### src/hw/rtl/lps_pkg.sv
package lps_pkg;

  // Defaults for the top-level parameters
  localparam int MAX_WIDTH_DEF  = 2048;
  localparam int RESP_BITS_DEF  = 24;

  // Configuration registers
  localparam int THR_BITS       = 24;
  localparam int CFG_DATA_BITS  = 24;
  localparam int CFG_INDEX_BITS = 2;
  localparam int DIM_BITS       = 12;
  localparam int MIN_DIM        = 3;
  localparam int MAX_HEIGHT     = 2048;
  localparam int WIDTH_RESET    = 640;
  localparam int HEIGHT_RESET   = 480;

  localparam logic [CFG_INDEX_BITS-1:0] REG_THRESHOLD    = 2'd0;
  localparam logic [CFG_INDEX_BITS-1:0] REG_IMAGE_WIDTH  = 2'd1;
  localparam logic [CFG_INDEX_BITS-1:0] REG_IMAGE_HEIGHT = 2'd2;

  // Raster coordinates
  localparam int ROW_BITS   = 11;
  localparam int COORD_BITS = 11;

  // Result queue
  localparam int OUT_DEPTH      = 3;
  localparam int OUT_PTR_BITS   = 2;
  localparam int OUT_LEVEL_BITS = 2;

  // Position of the pixel that the current transaction decides
  typedef struct packed {
    logic                  decided;   // accepted pixel lies below row 0
    logic                  interior;  // not on a border: tests apply
    logic [COORD_BITS-1:0] x;
    logic [COORD_BITS-1:0] y;
  } lps_pos_t;

  typedef struct packed {
    logic                  out_valid;
    logic [COORD_BITS-1:0] pixel_x;
    logic [COORD_BITS-1:0] pixel_y;
    logic                  horizontal_peak;
    logic                  vertical_peak;
    logic                  line_flag;
  } lps_result_t;

endpackage

### src/hw/rtl/lps_out_fifo.sv
module lps_out_fifo import lps_pkg::*; (
  input  logic                      clk,
  input  logic                      rst,
  input  logic                      push,
  input  lps_result_t               push_data,
  input  logic                      pop,
  output logic                      valid,
  output lps_result_t               head,
  output logic [OUT_LEVEL_BITS-1:0] level
);

  lps_result_t             entries [OUT_DEPTH];
  logic [OUT_PTR_BITS-1:0] wr_ptr;
  logic [OUT_PTR_BITS-1:0] rd_ptr;

  function automatic logic [OUT_PTR_BITS-1:0] ptr_inc(input logic [OUT_PTR_BITS-1:0] p);
    ptr_inc = (p == OUT_PTR_BITS'(OUT_DEPTH - 1)) ? '0 : p + OUT_PTR_BITS'(1);
  endfunction

  assign valid = (level != '0);
  assign head  = entries[rd_ptr];

  always_ff @(posedge clk) begin
    if (push) begin
      entries[wr_ptr] <= push_data;
    end
  end

  always_ff @(posedge clk) begin
    if (rst) begin
      wr_ptr <= '0;
      rd_ptr <= '0;
      level  <= '0;
    end else begin
      if (push) begin
        wr_ptr <= ptr_inc(wr_ptr);
      end
      if (pop) begin
        rd_ptr <= ptr_inc(rd_ptr);
      end
      if (push && !pop) begin
        level <= level + OUT_LEVEL_BITS'(1);
      end else if (pop && !push) begin
        level <= level - OUT_LEVEL_BITS'(1);
      end
    end
  end

  // Intake is throttled upstream, so a push never finds the queue full
  assert property (@(posedge clk) disable iff (rst)
    push |-> level < OUT_LEVEL_BITS'(OUT_DEPTH))
    else $error("result queue overflow");

  assert property (@(posedge clk) disable iff (rst)
    level == '0 |-> wr_ptr == rd_ptr)
    else $error("result queue pointers out of step");

endmodule

### config.mk
export PLATFORM = sky130hd
export DESIGN_NAME = lps_out_fifo
export DESIGN_NICKNAME = d
export VERILOG_FILES = /design/src/hw/rtl/lps_pkg.sv /design/src/hw/rtl/lps_out_fifo.sv
export SDC_FILE = /design/constraint.sdc
export NUM_CORES = 1
export LEC_CHECK = 0
export BUFFER_PORTS_ARGS = -buffer_cell sky130_fd_sc_hd__buf_4
export CAP_MARGIN = 30
export CORE_MARGIN = 10
export CORE_UTILIZATION = 54
export CTS_BUF_LIST = sky130_fd_sc_hd__clkbuf_4 sky130_fd_sc_hd__clkbuf_8 sky130_fd_sc_hd__clkbuf_16
export CTS_CLUSTER_DIAMETER = 60
export DETAILED_ROUTE_END_ITERATION = 16
export GPL_ROUTABILITY_DRIVEN = 1
export GPL_TIMING_DRIVEN = 0
export PLACE_DENSITY = 0.89
export SYNTH_ARGS = -nofsm -noshare
export SYNTH_HDL_FRONTEND = slang
export SYNTH_SLANG_ARGS = --single-unit
### constraint.sdc
create_clock -name clk -period 4.14 [get_ports clk]
set_input_delay 0.828 -clock clk [delete_from_list [all_inputs] [get_ports clk]]
set_output_delay 0.828 -clock clk [all_outputs]
set_load 0.01 [all_outputs]
## After elaboration in Yosys (flattened, before gate mapping)

Memories as Yosys holds them, arrays and structs flattened. A register that Yosys moved wholly into a read port is not among the register bits.
Cells that the tools add are included.

| storage, ports and cells | value |
|---|---|
| memories | 1 |
| bits of input ports | 30 |
| register bits after elaboration | 6 |
| output and inout port bits | 29 |
| logic and storage cells | 24 |
| bits in writable memories | 78 |

| cells by class | value |
|---|---|
| reductions and logical operators | 6 |
| equal/unequal tests | 2 |
| mux-type cells | 8 |
| add/subtract/negate cells | 4 |

Memories:

| memory | words | bits a word | rd ports | clocked after memory_dff | wr ports | line | source |
|---|---|---|---|---|---|---|---|
| entries | 3 | 26 | 1 | 1 | 1 | lps_out_fifo.sv:12 | `lps_result_t entries [OUT_DEPTH];` |

Operators with widths:

| kind | count |
|---|---|
| 2-bit two-way mux | 6 |
| 2-bit by 1-bit adder with 2-bit output (second input constant) | 3 |
| 2-bit equality test (second input constant) | 2 |
| 2-bit nonzero test | 2 |
| 1-bit logical AND | 2 |
| 1-bit logical NOT | 2 |
| 1-bit two-way mux | 2 |
| 2-bit by 1-bit subtractor with 2-bit output (second input constant) | 1 |

## Depth between registers and ports, before layout

| depth | value |
|---|---|
| depth in word-level cells | 4 |
| gate-level depth with buffers | 5 |
| mapped depth without buffers | 5 |

## Least setup slack after synthesis

OpenSTA, ideal clock, no wires.

| timing | value |
|---|---|
| path type | in2reg |
| start | input push |
| end | memory entries[0][0] in the netlist's numbering (enable) |
| setup slack | 0.957 ns |
| library setup time | 0.444 ns |
| arrival time | 2.739 ns |
| cell stages on the path | 2 |
| path buffers | 0 |
| required time | 3.696 ns |
| path through | inv_1 > nor3_1 |

| on the way | value |
|---|---|
| word-level cells in the longest chain between the ends | 2 |

Ends and longest elaborated chain:

| element | line | source |
|---|---|---|
| start, declared | lps_out_fifo.sv:4 | `input logic push,` |
| 1-bit two-way mux | lps_out_fifo.sv:24 | `if (push) begin` |
| 1-bit two-way mux (implied by the code) | lps_out_fifo.sv:25 | `entries[wr_ptr] <= push_data;` |
| end, declared | lps_out_fifo.sv:12 |  |

No other way between the ends.

==> results.sh <==
export IMPL_synth_area_leaders="edfxtp_1 73%, mux2i_1 8.1%, dfxtp_1 5.0%"
export IMPL_leakagePower_nw=1.444
export IMPL_wl_mm=6.105
export IMPL_clockBufferDepth=2
export IMPL_antenna_found_initial=0
export IMPL_yosysUniqueCellTypes=22
export IMPL_seq_area_frac_synth_pct=78.25
export IMPL_path_clk_slew_ps=90
export IMPL_hold_class="flip-flop to flip-flop"
export IMPL_antenna_cells=0
export IMPL_drv_cap=0
export IMPL_setup_violations=0
export IMPL_nFillCells=398
export IMPL_ctsHoldBuffers=0
export IMPL_cts_sinks=86
export IMPL_fp_dieH_um=96.96
export IMPL_drt_iter0_drc=53
export IMPL_netlist_area_leader_share_pct=73.24
export IMPL_cts_setup_buffers=0
export IMPL_portBuffers=58
export IMPL_drv_slew=0
export IMPL_powerDensity_mw_per_mm2=455.5
export IMPL_grt_pass1_vias=1852
export IMPL_synth_top_area_cell="edfxtp_1"
export IMPL_mostFrequentLayoutCell="edfxtp_1"
export IMPL_core_mm2=0.005642
export IMPL_synth_cells=197
export IMPL_finalPower_mw=1.836
export IMPL_cts_root_buf="clkbuf_8"
export IMPL_worstSetupPathType="flip-flop to output pin"
export IMPL_drc=0
export IMPL_setup_ws_ps=1702
export IMPL_cts_tree="yes"
export IMPL_r2r_start="wr_ptr[0]"
export IMPL_dpl_cell_count=331
export IMPL_start_util_pct=56.69
export IMPL_timing_fmax_mhz=410.2
export IMPL_grt_max_degree=17
export IMPL_arrival_ps=1610
export IMPL_final_cell_mix="78 x edfxtp_1, 58 x buf_4, 28 x nand2_1"
export IMPL_synthToLayoutAreaGrowth_pct=26.02
export IMPL_min_period_over_period_pct=58.88
export IMPL_clk_insertion_delay_late_ps=340
export IMPL_gr_usage_all_layers_pct=12.62
export IMPL_finalCriticalPeriod_ps=2438
export IMPL_wl_per_cell_um=17.59
export IMPL_worstPathRequired_ps=3310
export IMPL_num_vias=1815
export IMPL_vias_per_cell=5.231
export IMPL_tightest_slew_ps=738.7
export IMPL_finClkSkew_ps=9.665
export IMPL_row_count=27
export IMPL_synth_seq_cells=86
export IMPL_die_width_um=96.96
export IMPL_synth_warnings=0
export IMPL_h_tree_depth=3
export IMPL_dp_hpwl_mm=4.268
export IMPL_dieArea_mm2=0.009400
export IMPL_irDropWorstVdd_v=0.0003310
export IMPL_grt_pass1_wl_mm=9.425
export IMPL_final_hold_violation_count=0
export IMPL_num_nets_final=301
export IMPL_cts_buffers=9
export IMPL_hold_ws_ps=503.6
export IMPL_status="finished clean"
export IMPL_crit_fanout=10
export IMPL_cts_resized=0
export IMPL_syn_area_per_cell_um2=16.23
export IMPL_final_cells=347
export IMPL_synth_nets=228
export IMPL_relSlewSlack_pct=50.70
export IMPL_place_gp_congestion=0.7098
export IMPL_dr_pass1_iters=4
export IMPL_rsz0062_at_grt="no"
export IMPL_io_pins=59
export IMPL_ant_nets=0
export IMPL_cp_end_kind="output pin"
export IMPL_hold_start="level[1]"
export IMPL_place_ws_ps=1901
export IMPL_cp_start_kind="flip-flop"
export IMPL_netlist_area_mm2=0.003198
export IMPL_grt_overflow=0
export IMPL_drive_gt1_share_pct=30.91
export IMPL_rrSetupSlack_ps=2550
-- synth_stat cells (all sizes together) --
cell type,number
nand3b,1
mux2i,26
nor2b,1
nor3,1
and3b,1
buf,4
nor2,4
dfxtp,8
clkbuf,5
o21ba,1
inv,2
or3,1
a21oi,4
ha,1
o21ai,27
xor2,2
nand2,28
or2,1
edfxtp,78
nor3b,1
-- worst paths after layout --
| check | endpoint | cells past startpoint |
|---|---|---|
| max | head[8] | 5 |
| min | level[1] | 2 |
| min reg2reg | level[1] | 2 |
| max reg2reg | entries[0][15] | 3 |
-- state kept, by name (all words and copies together) (netlist names), named ones only --
signal	cells
rd_ptr	2
wr_ptr	2
entries	78
level	2
-- critical path, cell delays in order, from the launching register on --
cell and delay, ps:
dfxtp_1 310, buf_2 160, clkbuf_1 410, nand2_1 90, o21ai_0 130, buf_4 170
-- metrics by stage --
| stage | setup TNS, ps | utilization, % | area (µm²) |
|---|---|---|---|
| floorplan | 0 | - | 3198 |
| global placement | -6772 | 66.00 | 3724 |
| detailed placement | 0 | 67.58 | 3812 |
| CTS | 0 | 71.43 | 4030 |
| global route | 0 | 71.43 | 4030 |
| finish | 0 | 71.43 | 4030 |
-- layer usage --
metal | vias up | global-route usage, % | share of wire (%)
met1 | 881 | 13.92 | 40
met5 | - | 0 | 0
li1 | 875 | - | -
met2 | 51 | 22.03 | 54
met4 | 0 | 5.411 | 1.2
met3 | 8 | 3.620 | 5.2
-- cells by family after synthesis --
family          synth area share (%)
xor+xnor                      0.5478
mux                            8.138
buf+inv                        2.269
flops                          78.25
compound gates                 5.164
simple gates                   5.243
fa+ha+maj                     0.3912
-- area by class of cell --
| type | count | area [µm²] | area share [%] |
|---|---|---|---|
| clock buffer | 10 | 131.4 | 3.260 |
| sequential | 86 | 2502 | 62.09 |
| multi-input combinational | 100 | 630.6 | 15.65 |
| clock inverter | 6 | 86.33 | 2.142 |
| buffer | 9 | 65.06 | 1.614 |
| tap | 72 | 90.09 | 2.235 |
| inverter | 2 | 7.507 | 0.1863 |
| timing repair buffer | 62 | 516.7 | 12.82 |
-- where the power goes --
part	switching (mW)	internal, mW	leakage [nW]	total [mW]
Combinational	0.104	0.104	0.557	0.209
Clock	0.281	0.344	0.0996	0.625
Sequential	0.0128	0.989	0.787	1.00
(Power assumes the default switching activity.)
