==> config.mk <==
export PLATFORM = sky130hd
export DESIGN_NAME = lps_raster
export DESIGN_NICKNAME = d
export VERILOG_FILES = /design/src/hw/rtl/lps_pkg.sv /design/src/hw/rtl/lps_raster.sv
export SDC_FILE = /design/constraint.sdc
export NUM_CORES = 1
export LEC_CHECK = 0
export ABC_AREA = 1
export BUFFER_PORTS_ARGS = -buffer_cell sky130_fd_sc_hd__buf_2
export CAP_MARGIN = 20
export CORE_ASPECT_RATIO = 1.1
export CORE_UTILIZATION = 57
export CTS_CLUSTER_DIAMETER = 120
export DETAILED_ROUTE_END_ITERATION = 10
export PLACE_DENSITY = 0.92
export SLEW_MARGIN = 40
export SYNTH_ARGS = -nofsm -noshare
export SYNTH_HDL_FRONTEND = slang
export SYNTH_SLANG_ARGS = --single-unit
==> constraint.sdc <==
create_clock -name clk -period 10.5 [get_ports clk]
set_clock_uncertainty 0.15 [all_clocks]
set_input_delay 3.15 -clock clk [delete_from_list [all_inputs] [get_ports clk]]
set_output_delay 3.15 -clock clk [all_outputs]
set_load 0.1 [all_outputs]
==> src/hw/rtl/lps_pkg.sv <==
package lps_pkg;

  // Defaults for the top-level parameters
  localparam int MAX_WIDTH_DEF  = 2048;
  localparam int RESP_BITS_DEF  = 24;

  // Configuration registers
  localparam int THR_BITS       = 24;
  localparam int CFG_DATA_BITS  = 24;
  localparam int CFG_INDEX_BITS = 2;
  localparam int DIM_BITS       = 12;
  localparam int MIN_DIM        = 3;
  localparam int MAX_HEIGHT     = 2048;
  localparam int WIDTH_RESET    = 640;
  localparam int HEIGHT_RESET   = 480;

  localparam logic [CFG_INDEX_BITS-1:0] REG_THRESHOLD    = 2'd0;
  localparam logic [CFG_INDEX_BITS-1:0] REG_IMAGE_WIDTH  = 2'd1;
  localparam logic [CFG_INDEX_BITS-1:0] REG_IMAGE_HEIGHT = 2'd2;

  // Raster coordinates
  localparam int ROW_BITS   = 11;
  localparam int COORD_BITS = 11;

  // Result queue
  localparam int OUT_DEPTH      = 3;
  localparam int OUT_PTR_BITS   = 2;
  localparam int OUT_LEVEL_BITS = 2;

  // Position of the pixel that the current transaction decides
  typedef struct packed {
    logic                  decided;   // accepted pixel lies below row 0
    logic                  interior;  // not on a border: tests apply
    logic [COORD_BITS-1:0] x;
    logic [COORD_BITS-1:0] y;
  } lps_pos_t;

  typedef struct packed {
    logic                  out_valid;
    logic [COORD_BITS-1:0] pixel_x;
    logic [COORD_BITS-1:0] pixel_y;
    logic                  horizontal_peak;
    logic                  vertical_peak;
    logic                  line_flag;
  } lps_result_t;

endpackage

==> src/hw/rtl/lps_raster.sv <==
module lps_raster import lps_pkg::*; #(
  parameter int MAX_WIDTH = MAX_WIDTH_DEF
) (
  input  logic                              clk,
  input  logic                              rst,
  input  logic                              accept,
  input  logic                              frame_start,
  input  logic [$clog2(MAX_WIDTH+1)-1:0]    width_eff,
  input  logic [DIM_BITS-1:0]               height_eff,
  output logic [$clog2(MAX_WIDTH)-1:0]      col,
  output logic [$clog2(MAX_WIDTH)-1:0]      col_right,
  output lps_pos_t                          pos
);

  localparam int AW = $clog2(MAX_WIDTH);
  localparam int WW = $clog2(MAX_WIDTH + 1);

  logic [AW-1:0]       col_cnt;
  logic [ROW_BITS-1:0] row_cnt;
  logic [AW-1:0]       col_cnt_next;
  logic [ROW_BITS-1:0] row_cnt_next;

  logic [AW-1:0]       col_a;
  logic [ROW_BITS-1:0] row_a;
  logic                wrap_a;
  logic [DIM_BITS-1:0] row_b;
  logic [ROW_BITS-1:0] row_c;
  logic [WW-1:0]       col_inc;
  logic                end_row;
  logic [DIM_BITS-1:0] row_inc;

  // Position of the incoming pixel: frame start, then wrap of stale counters
  always_comb begin
    col_a  = frame_start ? '0 : col_cnt;
    row_a  = frame_start ? '0 : row_cnt;
    wrap_a = (WW'(col_a) >= width_eff);
    col    = wrap_a ? '0 : col_a;
    row_b  = wrap_a ? ({1'b0, row_a} + DIM_BITS'(1)) : {1'b0, row_a};
    row_c  = (row_b >= height_eff) ? '0 : row_b[ROW_BITS-1:0];
  end

  // Advance to the next pixel
  always_comb begin
    col_inc   = WW'(col) + WW'(1);
    end_row   = (col_inc >= width_eff);
    row_inc   = {1'b0, row_c} + DIM_BITS'(1);
    col_right = col_inc[AW-1:0];
    if (end_row) begin
      col_cnt_next = '0;
      row_cnt_next = (row_inc >= height_eff) ? '0 : row_inc[ROW_BITS-1:0];
    end else begin
      col_cnt_next = col_inc[AW-1:0];
      row_cnt_next = row_c;
    end
  end

  // Decided pixel sits one row above, same column
  always_comb begin
    pos.decided  = (row_c != '0);
    pos.interior = (col != '0) && !end_row && (row_c >= ROW_BITS'(2));
    pos.x        = COORD_BITS'(col);
    pos.y        = COORD_BITS'(row_c - ROW_BITS'(1));
  end

  always_ff @(posedge clk) begin
    if (rst) begin
      col_cnt <= '0;
      row_cnt <= '0;
    end else if (accept) begin
      col_cnt <= col_cnt_next;
      row_cnt <= row_cnt_next;
    end
  end

  // Counters stay inside the frame size they were advanced with
  assert property (@(posedge clk) disable iff (rst)
    accept |=> WW'(col_cnt) < $past(width_eff))
    else $error("column counter left the row");

  assert property (@(posedge clk) disable iff (rst)
    accept |=> {1'b0, row_cnt} < $past(height_eff))
    else $error("row counter left the frame");

endmodule

* After elaboration in Yosys (flattened, before gate mapping)
Cells that the tools add are included.
** Operators by class
- Add/subtract/negate cells :: 4
- Magnitude comparators :: 5
- Multiplexer cells :: 8
- Reductions and logical operators :: 5
** Operators with widths (number)
- 2-to-1 mux 11 bit :: 7
- adder 11 x 1 -> 12 bit (second input constant) :: 3
- greater-or-equal comparator 12 bit :: 3
- nonzero test 11 bit :: 2
- greater-or-equal comparator 11 x 12 -> 1 bit :: 1
- 2-to-1 mux 12 bit :: 1
- greater-or-equal comparator 11 x 2 -> 1 bit (second input constant) :: 1
- subtractor 11 x 1 -> 11 bit (second input constant) :: 1
- logical AND 1 bit :: 2
- zero test 1 bit :: 1
** Storage, ports and cells
- Bits in registers :: 22
- Output and inout bits :: 46
- Word-level logic and storage cells :: 24

* Longest topological paths before layout
- Depth in word-level cells :: 9
- Depth in mapped cells :: 39
- Gate-level depth less buffers :: 37

* Least setup slack after synthesis
Ideal clock, no wire load.
- Path type :: in2out
- Start point :: in frame_start
- End point :: out pos[22] in the netlist's numbering
- Arrival :: 10.070 ns
- Slack :: -2.870 ns
- Cell stages on the path :: 24
- Cell sequence :: buf_6 > clkbuf_1 > nor2_1 > ha_1 > nand2_1 > nand2_1 > nand2_1 > nand2_1 > a21oi_4 > nand2_4 > buf_6 > nor2_2 > nand3_2 > nor2_2 > nor2_1 > a21oi_1 > ha_1 > a21oi_1 > o21ai_0 > nand2_1 > nand4_1 > inv_1 > nand2_1 > a21oi_1
** RTL lines
- start, declared :: line lps_raster.sv:7 : input logic frame_start,
- end, declared :: line lps_raster.sv:12 : output lps_pos_t pos

==> reports/qor.yml <==
detailed_routing:
  vias: 4606
  via_per_inst: 5.94
  routedWlPerCell_um: 16.7
  route.detailed.drc: 0
  dr.first_iter.drc_count: 431
  drt-pass1-iter-count: 7
  drt_wl_total_mm: 12.9
  ant_nets: 0
cts:
  hold_buffers: 0
  cts_buffers: 3
  h-tree-depth: 1
  clock_latency_ps: 280
  cts_tree: "yes"
  clkSinkCount: 22
  clockRootBuffer: "clkbuf_8"
  clk_pin_slew_ps: 90
  clock_tree.buffer_depth: 2
yosys:
  synth_area_um2: 3730
  ys_ff_latch: 22
  synth_top_area_frac: 0.181
  yosys_warnings: 0
  synth_edf_count: 0
  yosysUniqueCellTypes: 41
  synthArstFlopShare: 0
  syn_inst: 605
  yosysSeqAreaShare: 0.118
  syn-num-nets: 687
  syn_area_per_cell_um2: 6.16
  synth_area_leader_cell: "ha_1"
  yosys-top-cells-area: "ha_1 (18%), nand2_1 (15%), dfxtp_1 (12%)"
  synthFlopType: "dfxtp_1"
pwr:
  clkPwrFrac: 0.364
  power.share.sequential: 0.362
  p_int_mw: 0.155
  switchingPower_mw: 0.0782
  ir_drop_mv: 0.0686
  p_leak_nw: 2.64
  switching_share: 0.335
  powerDensity_nw_per_um2: 45.5
  pwr-share-comb: 0.274
worst_setup_path:
  worstSetupPathType: "primary input to output pin"
  arrival_ps: 7190
  required_ps: 7200
  crit_path_end_kind: "output pin"
  reg2reg_slack_ps: 4430
  crit_start: "frame_start"
  r2r_cells: 33
  slowest_stage: "ha_1"
  crit_top_cell: "buf_4"
  worstSetupStartpointType: "primary input"
  endpoint: "pos[9]"
  cpPeakStageDelay_ps: 300
  r2r_end: "row_cnt[8]$_SDFFE_PP0P_"
  cp_max_fo: 9
  timing.rr.start: "col_cnt[6]$_SDFFE_PP0P_"
die:
  ioPinCount: 74
  core_area_um2: 6230
  die_area_um2: 6870
  die_y_um: 86.8
  die_w_um: 79.1
  start_util: 0.598
  row_count: 30
layout:
  area_growth_pct: 37.4
  fin_area_um2: 5120
  layout-drive-gt1-share: 0.331
  n_antenna_cell: 0
  final_nets: 778
  final_util: 0.822
global_routing:
  gr-total-overflow: 0
  grt_usage: 0.356
  first_global_vias: 4347
  grt_pass1_wl_mm: 19.2
  antenna_found_initial: 0
  grt_max_degree: 26
worst_hold_path:
  hp-start: "col_cnt[10]$_SDFFE_PP0P_"
  hp-class: "flip-flop to flip-flop"
timing:
  final.setup.tns_ps: 0
  hold_viol: 0
  setup_viol: 0
  fin_crit_sh: 0.999
  tightest_slew_ps: 796
  min_period_ps: 10490
  drv_slew: 0
  clock.fmax_ghz: 0.0954
  slew_headroom: 0.466
placed_design:
  dp.final_hpwl_mm: 9.60
  placed_cell_area_um2: 4740
  port_buffers: 73
  globalplace.congestion: 1.04
flow_run:
  maxCapViolCount: 0
outcome:
  status: "finished, final reports clean"
==> layout make-up <==
class / instances / area (um^2)
multi-input combinational: 451 / 3250
fill: 396 / 1110
timing repair buffer: 106 / 820
inverter: 112 / 443
sequential: 22 / 440
tap: 80 / 100
clock buffer: 3 / 41.3
clock inverter: 1 / 30.0
==> cells in the mapped netlist (4+ instances only) <==
cell type,instances
nand2_1,146
nor3_1,10
nor2_1,57
ha_1,54
xor2_1,18
nor2_2,7
clkbuf_1,7
nand3_1,36
buf_4,11
inv_2,12
dfxtp_1,22
nand4_1,11
inv_1,98
nor2_4,10
xnor2_1,4
o21ai_0,10
a21oi_1,41
nand2_2,11
a22oi_1,8
==> placed cells by master, fill, tap and decap left out, drive strengths merged, types with 3 or more instances in the layout <==
| cell type | count |
|---|---|
| nand2 | 159 |
| nand4 | 12 |
| dfxtp | 22 |
| a22oi | 8 |
| nor2 | 75 |
| clkinvlp | 3 |
| inv | 107 |
| xnor2 | 4 |
| ha | 54 |
| nor3 | 12 |
| and2 | 3 |
| o21ai | 13 |
| a21oi | 44 |
| xor2 | 18 |
| clkbuf | 3 |
| nand3 | 39 |
| buf | 106 |
==> critical path: cells and delay by family <==
kind,cells,cell delay [ps]
AND/OR/NAND/NOR,13,1970
AO/OA/AOI/OAI,2,340
adder cells (fa/ha/maj),2,580
buffers and inverters,7,980
XOR/XNOR,1,160
==> registers in the layout (all words and copies together) (netlist names) <==
signal   count
row_cnt     11
col_cnt     11
==> power by group through the flow <==
stage	registers (mW)	clock network (mW)	logic (mW)
5_1_grt	0.0845	0.0874	0.0694
3_3_place_gp	0.0863	0	0.0581
4_1_cts	0.0843	0.0818	0.0613
6_report	0.0844	0.0850	0.0640
3_5_place_dp	0.0863	0	0.0603
2_1_floorplan	0.0862	0	0.0438
==> per-stage QoR <==
step | power [mW] | hold WS (ps) | setup slack [ps] | std cells
6_report | 0.233 | 324 | 14.3 | 775
5_1_grt | 0.241 | 344 | -331 | 775
4_1_cts | 0.227 | 322 | 45.4 | 753
3_5_place_dp | 0.147 | 309 | -82.8 | 748
3_3_place_gp | 0.144 | 302 | 88.4 | 748
2_1_floorplan | 0.130 | 295 | -802 | 605
==> how the worst min path moves through the flow <==
stage                          endpoint  slack, ps  cells after the start
3_3_place_gp    col_cnt[1]$_SDFFE_PP0P_        300                      2
2_1_floorplan  col_cnt[10]$_SDFFE_PP0P_        300                      2
3_5_place_dp    col_cnt[7]$_SDFFE_PP0P_        310                      2
5_1_grt         col_cnt[7]$_SDFFE_PP0P_        340                      2
6_report       col_cnt[10]$_SDFFE_PP0P_        320                      2
4_1_cts         col_cnt[7]$_SDFFE_PP0P_        320                      2
==> metal layers <==
metal	up-vias	wire [um]	GRT usage
met5	-	0	0
met1	2073	4310	0.357
met4	0	1050	0.266
met2	335	6510	0.658
met3	112	1030	0.0526
li1	2086	-	-
==> logic make-up after synthesis <==
| logic type | share of synthesized area |
|---|---|
| and+or+nand+nor | 0.387 |
| xor gates and xnor gates | 0.0517 |
| adders and majority gates | 0.181 |
| DFF | 0.118 |
| AOI/OAI and AO/OA | 0.109 |
| buffers and inverters | 0.154 |
==> what timing repair did <==
| action | CTS | global route |
|---|---|---|
| cloned | 0 | 1 |
| setup endpoints to repair | 6 | 9 |
| setup buffers | 1 | 21 |
| pin swaps | 2 | 18 |
| hold endpoints to repair | 0 | 0 |
| gates resized for setup | 6 | 28 |
No activity file was read; power rests on OpenSTA's default activity.
